<file path="src/rtl/core/mws_pkg.sv">
// Shared types, constants and helper functions for the multichannel window statistics block.
package mws_pkg;

    // Field widths
    localparam int SMP_W      = 12;
    localparam int CH_W       = 3;
    localparam int SUM_W      = 28;
    localparam int CNT_W      = 17;
    localparam int Q_W        = 24;
    localparam int WIN_W      = 16;
    localparam int MAG3_W     = 26;
    localparam int FRAC_SHIFT = 12;
    localparam int DVD_W      = SUM_W + MAG3_W - FRAC_SHIFT;
    localparam int EXT_W      = SMP_W + MAG3_W - FRAC_SHIFT;
    localparam int STEP_W     = $clog2(DVD_W);

    // Module parameter defaults
    localparam int DEF_NUM_CHANNELS = 6;
    localparam int DEF_BLOCK_SCANS  = 16;

    // Gain register file
    localparam int NUM_GAINS  = 6;
    localparam int GAIN_IDX_W = 3;

    // Configuration port
    localparam int CFG_IDX_W  = 3;
    localparam int CFG_DATA_W = 24;
    localparam logic [CFG_IDX_W-1:0] CFG_WINDOW_SCANS = 3'd0;
    localparam logic [CFG_IDX_W-1:0] CFG_GAIN_CH0     = 3'd1;
    localparam logic [CFG_IDX_W-1:0] CFG_GAIN_CH5     = 3'd6;

    // Saturation limits and reset values
    localparam logic [SUM_W-1:0] SUM_MAX = {SUM_W{1'b1}};
    localparam logic [CNT_W-1:0] CNT_MAX = {CNT_W{1'b1}};
    localparam logic [SMP_W-1:0] SMP_MAX = {SMP_W{1'b1}};
    localparam logic [WIN_W-1:0] WINDOW_SCANS_RST = 16'd1023;
    localparam logic [DVD_W-1:0] Q_POS_MAX = DVD_W'(24'h7FFFFF);
    localparam logic [DVD_W-1:0] Q_NEG_MAG = DVD_W'(24'h800000);

    localparam logic [Q_W-1:0] GAIN_RST [NUM_GAINS] = '{
        24'd184812, 24'd283116, 24'd283116, 24'd1258291, 24'd1258291, 24'd144835
    };

    // One channel's running statistics
    typedef struct packed {
        logic [SUM_W-1:0] sum;
        logic [SMP_W-1:0] max;
        logic [SMP_W-1:0] min;
    } stat_entry_t;

    localparam stat_entry_t STAT_RST = '{sum: '0, max: '0, min: SMP_MAX};

    // Request into the scaling unit
    typedef struct packed {
        logic [SUM_W-1:0] sum;
        logic [SMP_W-1:0] min;
        logic [SMP_W-1:0] max;
        logic [Q_W-1:0]   gain;
        logic [CNT_W-1:0] count;
    } scale_req_t;

    // Scaled results out of the scaling unit
    typedef struct packed {
        logic [Q_W-1:0] mean;
        logic [Q_W-1:0] lo;
        logic [Q_W-1:0] hi;
    } scale_res_t;

    typedef enum logic [2:0] {
        ST_IDLE,
        ST_UPD,
        ST_CLOSE_RD,
        ST_CLOSE_CALC,
        ST_CLOSE_WAIT,
        ST_CLOSE_OUT
    } ctl_state_t;

    typedef enum logic [1:0] {
        SC_IDLE,
        SC_MUL,
        SC_DIV,
        SC_DONE
    } sc_state_t;

    // Saturate a truncated magnitude and apply the gain sign
    function automatic logic [Q_W-1:0] sat_signed(input logic [DVD_W-1:0] q,
                                                  input logic neg);
        logic [DVD_W-1:0] lim;
        logic [Q_W-1:0]   res;
        if (q == '0) begin
            res = '0;
        end else if (neg) begin
            lim = (q > Q_NEG_MAG) ? Q_NEG_MAG : q;
            res = Q_W'(~lim + 1'b1);
        end else begin
            lim = (q > Q_POS_MAX) ? Q_POS_MAX : q;
            res = lim[Q_W-1:0];
        end
        return res;
    endfunction

endpackage

</file>
<file path="src/rtl/core/mws_stat_mem.sv">
// Per-channel statistics memory with registered read and per-entry valid bits.
module mws_stat_mem #(
    parameter int NUM_CHANNELS = mws_pkg::DEF_NUM_CHANNELS,
    parameter int ADDR_W       = 3
) (
    input  logic                aclk,
    input  logic                aresetn,
    input  logic                rd_en,
    input  logic [ADDR_W-1:0]   rd_addr,
    input  logic                wr_en,
    input  logic [ADDR_W-1:0]   wr_addr,
    input  mws_pkg::stat_entry_t wr_data,
    input  logic                clear_all,
    output mws_pkg::stat_entry_t rd_data
);

    mws_pkg::stat_entry_t mem_reg [NUM_CHANNELS];
    mws_pkg::stat_entry_t rd_raw_reg;
    logic                 rd_vld_reg;
    logic [NUM_CHANNELS-1:0] valid_reg;
    logic [NUM_CHANNELS-1:0] valid_next;

    // Mark written entries, drop all of them when the window clears
    always_comb begin
        valid_next = valid_reg;
        if (clear_all) begin
            valid_next = '0;
        end else if (wr_en) begin
            valid_next[wr_addr] = 1'b1;
        end
    end

    always_ff @(posedge aclk) begin
        if (!aresetn) begin
            valid_reg <= '0;
        end else begin
            valid_reg <= valid_next;
        end
    end

    // Storage array
    always_ff @(posedge aclk) begin
        if (wr_en) begin
            mem_reg[wr_addr] <= wr_data;
        end
    end

    // Registered read, valid bit captured alongside
    always_ff @(posedge aclk) begin
        if (rd_en) begin
            rd_raw_reg <= mem_reg[rd_addr];
            rd_vld_reg <= valid_reg[rd_addr];
        end
    end

    // An entry not written since the last clear reads as its reset value
    assign rd_data = rd_vld_reg ? rd_raw_reg : mws_pkg::STAT_RST;

endmodule

</file>
<file path="src/rtl/core/mws_scale_unit.sv">
// Scaling unit: multiplies by 3*|gain|, divides the sum by the scan count, saturates and signs.
module mws_scale_unit (
    input  logic                aclk,
    input  logic                aresetn,
    input  logic                start,
    input  mws_pkg::scale_req_t req,
    output logic                done,
    output mws_pkg::scale_res_t res
);

    mws_pkg::sc_state_t state_reg;
    mws_pkg::sc_state_t state_next;

    logic [mws_pkg::SUM_W-1:0]  sum_reg;
    logic [mws_pkg::SMP_W-1:0]  min_reg;
    logic [mws_pkg::SMP_W-1:0]  max_reg;
    logic [mws_pkg::MAG3_W-1:0] mag3_reg;
    logic                       neg_reg;
    logic [mws_pkg::CNT_W-1:0]  cnt_reg;
    logic [mws_pkg::DVD_W-1:0]  quo_reg;
    logic [mws_pkg::CNT_W-1:0]  rem_reg;
    logic [mws_pkg::EXT_W-1:0]  minq_reg;
    logic [mws_pkg::EXT_W-1:0]  maxq_reg;
    logic [mws_pkg::STEP_W-1:0] step_reg;

    logic [mws_pkg::Q_W-1:0]    mag;
    logic [mws_pkg::MAG3_W-1:0] mag3;
    logic [mws_pkg::SUM_W+mws_pkg::MAG3_W-1:0] psum;
    logic [mws_pkg::SMP_W+mws_pkg::MAG3_W-1:0] pmin;
    logic [mws_pkg::SMP_W+mws_pkg::MAG3_W-1:0] pmax;
    logic [mws_pkg::CNT_W:0]    rem_sh;
    logic [mws_pkg::CNT_W:0]    rem_diff;
    logic                       q_bit;
    logic [mws_pkg::DVD_W-1:0]  q_lo;
    logic [mws_pkg::DVD_W-1:0]  q_hi;

    // Gain magnitude times three
    assign mag  = req.gain[mws_pkg::Q_W-1] ? (~req.gain + 1'b1) : req.gain;
    assign mag3 = {2'b00, mag} + {1'b0, mag, 1'b0};

    // Products, one multiplier each, registered before the divide
    assign psum = sum_reg * mag3_reg;
    assign pmin = min_reg * mag3_reg;
    assign pmax = max_reg * mag3_reg;

    // One restoring divide step
    assign rem_sh   = {rem_reg, quo_reg[mws_pkg::DVD_W-1]};
    assign rem_diff = rem_sh - {1'b0, cnt_reg};
    assign q_bit    = (rem_sh >= {1'b0, cnt_reg});

    // Next state
    always_comb begin
        state_next = state_reg;
        case (state_reg)
            mws_pkg::SC_IDLE: begin
                if (start) begin
                    state_next = mws_pkg::SC_MUL;
                end
            end
            mws_pkg::SC_MUL: begin
                state_next = mws_pkg::SC_DIV;
            end
            mws_pkg::SC_DIV: begin
                if (step_reg == mws_pkg::STEP_W'(mws_pkg::DVD_W - 1)) begin
                    state_next = mws_pkg::SC_DONE;
                end
            end
            mws_pkg::SC_DONE: begin
                state_next = mws_pkg::SC_IDLE;
            end
            default: begin
                state_next = mws_pkg::SC_IDLE;
            end
        endcase
    end

    // Outputs
    always_comb begin
        case (state_reg)
            mws_pkg::SC_DONE: done = 1'b1;
            default:          done = 1'b0;
        endcase
    end

    always_ff @(posedge aclk) begin
        if (!aresetn) begin
            state_reg <= mws_pkg::SC_IDLE;
        end else begin
            state_reg <= state_next;
        end
    end

    // Datapath: latch, multiply, then one quotient bit per cycle
    always_ff @(posedge aclk) begin
        case (state_reg)
            mws_pkg::SC_IDLE: begin
                if (start) begin
                    sum_reg  <= req.sum;
                    min_reg  <= req.min;
                    max_reg  <= req.max;
                    mag3_reg <= mag3;
                    neg_reg  <= req.gain[mws_pkg::Q_W-1];
                    cnt_reg  <= req.count;
                end
            end
            mws_pkg::SC_MUL: begin
                quo_reg  <= psum[mws_pkg::SUM_W+mws_pkg::MAG3_W-1:mws_pkg::FRAC_SHIFT];
                minq_reg <= pmin[mws_pkg::SMP_W+mws_pkg::MAG3_W-1:mws_pkg::FRAC_SHIFT];
                maxq_reg <= pmax[mws_pkg::SMP_W+mws_pkg::MAG3_W-1:mws_pkg::FRAC_SHIFT];
                rem_reg  <= '0;
                step_reg <= '0;
            end
            mws_pkg::SC_DIV: begin
                rem_reg  <= q_bit ? rem_diff[mws_pkg::CNT_W-1:0]
                                  : rem_sh[mws_pkg::CNT_W-1:0];
                quo_reg  <= {quo_reg[mws_pkg::DVD_W-2:0], q_bit};
                step_reg <= step_reg + 1'b1;
            end
            default: begin
            end
        endcase
    end

    // Saturate and sign; a negative gain swaps minimum and maximum
    assign q_lo = mws_pkg::DVD_W'(minq_reg);
    assign q_hi = mws_pkg::DVD_W'(maxq_reg);
    assign res.mean = mws_pkg::sat_signed(quo_reg, neg_reg);
    assign res.lo   = neg_reg ? mws_pkg::sat_signed(q_hi, neg_reg)
                              : mws_pkg::sat_signed(q_lo, neg_reg);
    assign res.hi   = neg_reg ? mws_pkg::sat_signed(q_lo, neg_reg)
                              : mws_pkg::sat_signed(q_hi, neg_reg);

endmodule

</file>
<file path="src/rtl/core/multichannel_window_stats.sv">
// Top level: sample accumulation, window close sequencing, configuration and result register.
//
//  Channel  Direction  Handshake            Payload
//  s_       in         s_valid / s_ready    s_sample, s_channel
//  m_       out        m_valid / m_ready    m_out_channel, m_mean_volts, m_min_volts,
//                                           m_max_volts, m_last
//  cfg_     in         cfg_wr_en            cfg_index, cfg_wdata
//
// A sample goes through a statistics memory read, then modify and write back.
// A window close reads, scales and outputs the channels one after another, the
// mean through a 42-step restoring divider; no samples are taken during a close.
// Reset clears the per-entry valid bits at once, so there is no clearing pass.
// A stalled m_ready holds the result register; the next result waits behind it.
module multichannel_window_stats #(
    parameter int NUM_CHANNELS = mws_pkg::DEF_NUM_CHANNELS,
    parameter int BLOCK_SCANS  = mws_pkg::DEF_BLOCK_SCANS
) (
    input  logic                             aclk,
    input  logic                             aresetn,
    input  logic                             s_valid,
    output logic                             s_ready,
    input  logic [mws_pkg::SMP_W-1:0]        s_sample,
    input  logic [mws_pkg::CH_W-1:0]         s_channel,
    output logic                             m_valid,
    input  logic                             m_ready,
    output logic [mws_pkg::CH_W-1:0]         m_out_channel,
    output logic signed [mws_pkg::Q_W-1:0]   m_mean_volts,
    output logic signed [mws_pkg::Q_W-1:0]   m_min_volts,
    output logic signed [mws_pkg::Q_W-1:0]   m_max_volts,
    output logic                             m_last,
    input  logic                             cfg_wr_en,
    input  logic [mws_pkg::CFG_IDX_W-1:0]    cfg_index,
    input  logic [mws_pkg::CFG_DATA_W-1:0]   cfg_wdata
);

    localparam int ADDR_W = (NUM_CHANNELS > 1) ? $clog2(NUM_CHANNELS) : 1;
    localparam int BLK_W  = (BLOCK_SCANS > 1) ? $clog2(BLOCK_SCANS) : 1;
    localparam logic [ADDR_W-1:0] LAST_CH  = ADDR_W'(NUM_CHANNELS - 1);
    localparam logic [BLK_W-1:0]  BLK_LAST = BLK_W'(BLOCK_SCANS - 1);

    mws_pkg::ctl_state_t state_reg;
    mws_pkg::ctl_state_t state_next;

    logic [mws_pkg::WIN_W-1:0] win_reg;
    logic [mws_pkg::Q_W-1:0]   gain_reg [mws_pkg::NUM_GAINS];

    logic [mws_pkg::SMP_W-1:0] smp_reg;
    logic [ADDR_W-1:0]         ch_reg;
    logic [mws_pkg::CNT_W-1:0] scan_reg;
    logic [mws_pkg::CNT_W-1:0] scan_next;
    logic [BLK_W-1:0]          blk_reg;
    logic [BLK_W-1:0]          blk_next;
    logic [ADDR_W-1:0]         idx_reg;

    logic                      m_valid_reg;
    logic                      m_valid_next;
    logic [mws_pkg::CH_W-1:0]  m_ch_reg;
    logic [mws_pkg::Q_W-1:0]   m_mean_reg;
    logic [mws_pkg::Q_W-1:0]   m_min_reg;
    logic [mws_pkg::Q_W-1:0]   m_max_reg;
    logic                      m_last_reg;

    logic                      s_accept;
    logic                      ch_ok;
    logic                      scan_end;
    logic                      close_now;
    logic                      out_free;

    logic                      mem_rd_en;
    logic [ADDR_W-1:0]         mem_rd_addr;
    logic                      mem_wr_en;
    logic                      mem_clear;
    mws_pkg::stat_entry_t      mem_rd_data;
    mws_pkg::stat_entry_t      upd_entry;
    logic [mws_pkg::SUM_W:0]   sum_ext;

    logic                      sc_start;
    logic                      sc_done;
    mws_pkg::scale_req_t       sc_req;
    mws_pkg::scale_res_t       sc_res;
    logic                      out_load;
    logic                      close_end;
    logic [mws_pkg::CFG_IDX_W-1:0] cfg_gidx;

    assign s_accept = s_valid && s_ready;
    assign ch_ok    = (s_channel < mws_pkg::CH_W'(NUM_CHANNELS));
    assign out_free = !m_valid_reg || m_ready;
    assign scan_end = (ch_reg == LAST_CH);
    assign close_end = (idx_reg == LAST_CH);

    // Update the accumulated statistics with the held sample
    assign sum_ext = {1'b0, mem_rd_data.sum} + (mws_pkg::SUM_W + 1)'(smp_reg);
    always_comb begin
        upd_entry.sum = sum_ext[mws_pkg::SUM_W] ? mws_pkg::SUM_MAX
                                                : sum_ext[mws_pkg::SUM_W-1:0];
        upd_entry.max = (smp_reg > mem_rd_data.max) ? smp_reg : mem_rd_data.max;
        upd_entry.min = (smp_reg < mem_rd_data.min) ? smp_reg : mem_rd_data.min;
    end

    // Advance the scan and block counts; both hold once the scan count saturates
    always_comb begin
        scan_next = scan_reg;
        blk_next  = blk_reg;
        if (scan_reg != mws_pkg::CNT_MAX) begin
            scan_next = scan_reg + 1'b1;
            blk_next  = (blk_reg == BLK_LAST) ? '0 : blk_reg + 1'b1;
        end
    end
    assign close_now = (blk_next == '0) &&
                       (scan_next >= mws_pkg::CNT_W'(win_reg));

    // Next state
    always_comb begin
        state_next = state_reg;
        case (state_reg)
            mws_pkg::ST_IDLE: begin
                if (s_accept && ch_ok) begin
                    state_next = mws_pkg::ST_UPD;
                end
            end
            mws_pkg::ST_UPD: begin
                if (scan_end && close_now) begin
                    state_next = mws_pkg::ST_CLOSE_RD;
                end else begin
                    state_next = mws_pkg::ST_IDLE;
                end
            end
            mws_pkg::ST_CLOSE_RD: begin
                state_next = mws_pkg::ST_CLOSE_CALC;
            end
            mws_pkg::ST_CLOSE_CALC: begin
                state_next = mws_pkg::ST_CLOSE_WAIT;
            end
            mws_pkg::ST_CLOSE_WAIT: begin
                if (sc_done) begin
                    state_next = mws_pkg::ST_CLOSE_OUT;
                end
            end
            mws_pkg::ST_CLOSE_OUT: begin
                if (out_free) begin
                    state_next = close_end ? mws_pkg::ST_IDLE : mws_pkg::ST_CLOSE_RD;
                end
            end
            default: begin
                state_next = mws_pkg::ST_IDLE;
            end
        endcase
    end

    // Control outputs
    always_comb begin
        s_ready     = 1'b0;
        mem_rd_en   = 1'b0;
        mem_rd_addr = s_channel[ADDR_W-1:0];
        mem_wr_en   = 1'b0;
        mem_clear   = 1'b0;
        sc_start    = 1'b0;
        out_load    = 1'b0;
        case (state_reg)
            mws_pkg::ST_IDLE: begin
                s_ready   = 1'b1;
                mem_rd_en = s_valid && ch_ok;
            end
            mws_pkg::ST_UPD: begin
                mem_wr_en = 1'b1;
            end
            mws_pkg::ST_CLOSE_RD: begin
                mem_rd_en   = 1'b1;
                mem_rd_addr = idx_reg;
            end
            mws_pkg::ST_CLOSE_CALC: begin
                sc_start = 1'b1;
            end
            mws_pkg::ST_CLOSE_OUT: begin
                out_load  = out_free;
                mem_clear = out_free && close_end;
            end
            default: begin
            end
        endcase
    end

    always_ff @(posedge aclk) begin
        if (!aresetn) begin
            state_reg <= mws_pkg::ST_IDLE;
        end else begin
            state_reg <= state_next;
        end
    end

    // Hold the accepted request
    always_ff @(posedge aclk) begin
        if (s_accept) begin
            smp_reg <= s_sample;
            ch_reg  <= s_channel[ADDR_W-1:0];
        end
    end

    // Scan counting, channel walk and window clear
    always_ff @(posedge aclk) begin
        if (!aresetn) begin
            scan_reg <= '0;
            blk_reg  <= '0;
            idx_reg  <= '0;
        end else begin
            if (state_reg == mws_pkg::ST_UPD && scan_end) begin
                scan_reg <= scan_next;
                blk_reg  <= blk_next;
                idx_reg  <= '0;
            end
            if (out_load) begin
                if (close_end) begin
                    scan_reg <= '0;
                    blk_reg  <= '0;
                    idx_reg  <= '0;
                end else begin
                    idx_reg <= idx_reg + 1'b1;
                end
            end
        end
    end

    // Configuration registers
    assign cfg_gidx = cfg_index - mws_pkg::CFG_GAIN_CH0;
    always_ff @(posedge aclk) begin
        if (!aresetn) begin
            win_reg <= mws_pkg::WINDOW_SCANS_RST;
            for (int i = 0; i < mws_pkg::NUM_GAINS; i++) begin
                gain_reg[i] <= mws_pkg::GAIN_RST[i];
            end
        end else if (cfg_wr_en) begin
            if (cfg_index == mws_pkg::CFG_WINDOW_SCANS) begin
                win_reg <= cfg_wdata[mws_pkg::WIN_W-1:0];
            end else if (cfg_index >= mws_pkg::CFG_GAIN_CH0 &&
                         cfg_index <= mws_pkg::CFG_GAIN_CH5) begin
                gain_reg[cfg_gidx[mws_pkg::GAIN_IDX_W-1:0]] <= cfg_wdata[mws_pkg::Q_W-1:0];
            end
        end
    end

    // Statistics memory
    mws_stat_mem #(
        .NUM_CHANNELS (NUM_CHANNELS),
        .ADDR_W       (ADDR_W)
    ) u_stat_mem (
        .aclk      (aclk),
        .aresetn   (aresetn),
        .rd_en     (mem_rd_en),
        .rd_addr   (mem_rd_addr),
        .wr_en     (mem_wr_en),
        .wr_addr   (ch_reg),
        .wr_data   (upd_entry),
        .clear_all (mem_clear),
        .rd_data   (mem_rd_data)
    );

    // Scaling request for the channel being closed
    always_comb begin
        sc_req.sum   = mem_rd_data.sum;
        sc_req.min   = mem_rd_data.min;
        sc_req.max   = mem_rd_data.max;
        sc_req.gain  = gain_reg[mws_pkg::GAIN_IDX_W'(idx_reg)];
        sc_req.count = scan_reg;
    end

    mws_scale_unit u_scale (
        .aclk    (aclk),
        .aresetn (aresetn),
        .start   (sc_start),
        .req     (sc_req),
        .done    (sc_done),
        .res     (sc_res)
    );

    // Result register
    always_comb begin
        m_valid_next = m_valid_reg;
        if (out_load) begin
            m_valid_next = 1'b1;
        end else if (m_ready) begin
            m_valid_next = 1'b0;
        end
    end

    always_ff @(posedge aclk) begin
        if (!aresetn) begin
            m_valid_reg <= 1'b0;
        end else begin
            m_valid_reg <= m_valid_next;
        end
    end

    always_ff @(posedge aclk) begin
        if (out_load) begin
            m_ch_reg   <= mws_pkg::CH_W'(idx_reg);
            m_mean_reg <= sc_res.mean;
            m_min_reg  <= sc_res.lo;
            m_max_reg  <= sc_res.hi;
            m_last_reg <= close_end;
        end
    end

    assign m_valid       = m_valid_reg;
    assign m_out_channel = m_ch_reg;
    assign m_mean_volts  = m_mean_reg;
    assign m_min_volts   = m_min_reg;
    assign m_max_volts   = m_max_reg;
    assign m_last        = m_last_reg;

endmodule
</file>
<file path="config.mk">
export PLATFORM = sky130hd
export DESIGN_NAME = multichannel_window_stats
export DESIGN_NICKNAME = d
export VERILOG_FILES = /design/src/rtl/core/mws_pkg.sv /design/src/rtl/core/mws_stat_mem.sv /design/src/rtl/core/mws_scale_unit.sv /design/src/rtl/core/multichannel_window_stats.sv
export SDC_FILE = /design/constraint.sdc
export NUM_CORES = 2
export LEC_CHECK = 0
export BUFFER_PORTS_ARGS = -buffer_cell sky130_fd_sc_hd__buf_2
export CAP_MARGIN = 20
export CORE_MARGIN = 1.5
export CORE_UTILIZATION = 65
export CTS_BUF_LIST = sky130_fd_sc_hd__clkbuf_4
export CTS_CLUSTER_SIZE = 16
export DETAILED_ROUTE_END_ITERATION = 8
export GPL_TIMING_DRIVEN = 0
export PLACE_DENSITY = 0.82
export RECOVER_POWER = 50
export SYNTH_ARGS = -nofsm -noshare
export SYNTH_HDL_FRONTEND = slang
export SYNTH_SLANG_ARGS = --single-unit
</file>
<file path="constraint.sdc">
create_clock -name aclk -period 8.3 [get_ports aclk]
set_input_delay 1.66 -clock aclk [delete_from_list [all_inputs] [get_ports aclk]]
set_output_delay 1.66 -clock aclk [all_outputs]
set_load 0.02 [all_outputs]
</file>
==> flow_summary.json <==
{
  "r2r.worst_path.cells": 23,
  "cts_made_buffers": 216,
  "fp.dieH_um": 359,
  "avgSynthCellArea_um2": 10.6,
  "pre_cts_ws_ns": -0.871,
  "max_cap_violations": 12,
  "critical_path.max_fanout": 10,
  "antenna_found_initial": 20,
  "insertion_delay_ns": 1.26,
  "synth-main-ff-cell": "edfxtp_1",
  "internal_power_w": 0.00784,
  "largest_reg_flops": 312,
  "clock-root-buffer": "clkbuf_4",
  "synth_nets": 9409,
  "yosysWarnings": 0,
  "cts_tree": "yes",
  "p_comb_share_pct": 13.6,
  "end_kind": "flop",
  "synthDistinctLibCells": 84,
  "crit_top_cell": "fa_1",
  "hold_path.class": "flop to flop",
  "powerDensity_nw_per_um2": 123,
  "layout.cells.non_filler": 10100,
  "h-tree-depth": 4,
  "max_freq_ghz": 0.122,
  "grt_max_degree": 76,
  "final-setup-viol-count": 0,
  "cts.sinks": 916,
  "ir_worst_vdd_uv": 221,
  "violations": "max-capacitance violations, max-slew violations",
  "grt_pass1_wl_um": 372000,
  "die_x_um": 359,
  "r2r-start": "u_scale.mag3_reg[20]",
  "synth_top_cell_area_share_pct": 31.3,
  "endpoint": "u_scale.quo_reg[40]",
  "p_seq_share_pct": 52.1,
  "avgViaCountPerCell": 6.07,
  "post-dp-hpwl_um": 192000,
  "postCtsHoldBufs": 0,
  "fin_crit_ns": 8.20,
  "worstPathArrival_ns": 9.17,
  "finalHoldViolCount": 0,
  "crit_path_start_kind": "flop",
  "clock_path_buffers": 3,
  "syn-cell-area_um2": 82500,
  "gp_congestion": 1.08,
  "period_share_pct": 98.8,
  "placed_cell_area_um2": 86000,
  "async_reset_ff_share_pct": 0,
  "status": "complete, but fails checks",
  "io_buffers": 122,
  "relSlewSlack_pct": -164,
  "core_um2": 126000,
  "final_area_um2": 89300,
  "fin_worst_skew_ns": 0.110,
  "die-area_um2": 129000,
  "gr-total-overflow": 0,
  "finalSetupTns_ns": 0,
  "routed_wl_um": 247000,
  "final_max_slew_viol_count": 372,
  "slowest_stage": "edfxtp_1",
  "clkPwrFrac_pct": 34.3,
  "placementRows": 130,
  "nets": 9856,
  "synth-edff-count": 861,
  "drt_iter0_markers": 7194,
  "initial_core_util_pct": 65.6,
  "path_class": "flop to flop",
  "ys_seq_area_share_pct": 32.7,
  "syn_to_final_growth_pct": 8.32,
  "drc": 0,
  "syn_inst": 7817,
  "power_switching_w": 0.00312,
  "cp-startpoint": "u_scale.mag3_reg[20]",
  "cellLeakagePower_nw": 39.1,
  "swShare_pct": 28.5,
  "synthTopCellsByArea": "edfxtp_1, fa_1, ha_1, inv_1, nand2_1",
  "io_pins": 125,
  "setup_ws_ns": 0.100,
  "vias": 61300,
  "ant_nets": 0,
  "path_cells": "clkbuf_2 -> nand2_1 -> fa_1 -> inv_1 -> fa_1 -> fa_1 -> fa_1 -> fa_1 -> fa_1 -> inv_1 -> fa_1 -> inv_1 -> ha_1 -> and3_1 -> nand3_1 -> nor2_1 -> nand2_1 -> o311ai_4 -> a21oi_2 -> o41a_1 -> a31oi_2 -> nor4b_1 -> a211o_1",
  "yosysTopAreaCell": "edfxtp_1",
  "path_clk_slew_ns": 0.08,
  "r2r_slack_ns": 0.10,
  "wire_per_inst_um": 24.5,
  "layout-drive-gt1-share_pct": 9.82,
  "worst_hold_slack_ns": 0.435,
  "cp_slowest_stage_delay_ns": 0.74,
  "dr.pass1.iters": 6,
  "synth_seq_cells": 916,
  "grtUsageTotal_pct": 38.8,
  "tightest_slew_ns": 3.96,
  "reg2reg_to": "u_scale.quo_reg[40]",
  "dpl.cell_count": 9633,
  "grt_pass1_vias": 63100,
  "cp.required_ns": 9.27
}
## through the flow
step,power [W],utilization (%)
after CTS,0.0110,70.9
after detailed placement,0.00726,68.4
after floorplan,0.00674,-
after global placement,0.00717,67.7
final,0.0110,71.1
after global routing,0.0114,71.1
## cell usage in the layout (no fill, tap or decap), types with 247 or more instances in the layout
cell,instances
ha_1,443
inv_1,1268
nor2_1,341
fa_1,1102
clkbuf_1,314
edfxtp_1,861
and2_1,572
clkbuf_4,325
o21ai_0,247
nand2_1,1186
## critical path: cells and delay by family (launching register included)
family                     cells  cell delay (ns)
AOI/OAI and AO/OA              5             1.61
buffers and inverters          4             0.60
and+or+nand+nor                6             0.84
DFF                            1             0.74
adders and majority gates      8             4.18
## Yosys cell counts, types with 7 or more instances
cell / count
inv_1: 1269
nand2_1: 1186
fa_1: 1102
edfxtp_1: 861
and2_1: 602
ha_1: 443
clkbuf_1: 397
nor2_1: 341
o21ai_0: 247
a21oi_1: 190
xnor2_1: 136
mux4_2: 100
mux2i_1: 98
nor3_1: 76
xor2_1: 70
a21o_1: 62
nand3_1: 61
dfxtp_1: 55
nand2b_1: 47
o22ai_1: 38
nand4_1: 35
nor2b_1: 27
a31oi_1: 24
or3_1: 23
and3_1: 22
nor4_1: 22
o21bai_1: 21
o21a_1: 20
mux2_2: 19
o211ai_1: 19
a211oi_1: 18
a21boi_0: 17
or2_2: 15
o21ai_1: 9
o31ai_1: 9
or4_1: 8
a311oi_1: 7
buf_2: 7
nor3b_1: 7
## logic make-up after synthesis
family / count (synthesis) / synth area share [%]
and+or+nand+nor: 2498 / 14.2
buffers and inverters: 1681 / 7.68
adders and majority gates: 1545 / 33.5
DFF: 916 / 32.7
AOI/OAI and AO/OA: 754 / 5.59
muxes: 217 / 4.18
xor gates and xnor gates: 206 / 2.19
## power groups by stage
stage / clock network (W) / registers [W] / logic [W]
6_report: 0.00376 / 0.00571 / 0.00149
5_1_grt: 0.00404 / 0.00574 / 0.00162
4_1_cts: 0.00383 / 0.00568 / 0.00149
3_5_place_dp: 0 / 0.00578 / 0.00148
3_3_place_gp: 0 / 0.00579 / 0.00138
2_1_floorplan: 0 / 0.00569 / 0.00105
## worst min-delay path by stage
stage,startpoint,to,depth (start not counted)
2_1_floorplan,scan_reg[10],u_scale.cnt_reg[10],0
3_3_place_gp,scan_reg[10],u_scale.cnt_reg[10],0
3_5_place_dp,scan_reg[10],u_scale.cnt_reg[10],0
4_1_cts,scan_reg[9],u_scale.cnt_reg[9],0
5_1_grt,scan_reg[10],u_scale.cnt_reg[10],0
6_report,scan_reg[10],u_scale.cnt_reg[10],0
## metal layers
| layer | part of all wire, % | up-vias | global-route usage, % |
|---|---|---|---|
| li1 | - | 26100 | - |
| met1 | 36 | 30300 | 48.7 |
| met2 | 44 | 3934 | 59.1 |
| met3 | 13 | 892 | 13.8 |
| met4 | 6.3 | 26 | 21.0 |
| met5 | 0.12 | - | 0 |
## area by class of cell
cell class / instances / area (um^2)
diodes: 11 / 27.5
plain buffers: 388 / 1620
clock buffers: 319 / 2390
clock inverters: 71 / 480
fillers: 9023 / 36400
inverters: 1270 / 4770
multi-input cells: 5220 / 49300
flip-flops and latches: 916 / 27000
well taps: 1650 / 2060
repair buffers: 252 / 1760
## what timing repair did
action,in CTS,in global routing
hold endpoints to repair,0,0
pin swaps,0,4
gates resized for setup,71,85
setup endpoints to repair,30,20
buffers inserted,30,53
No activity file was read; power rests on OpenSTA's default activity.
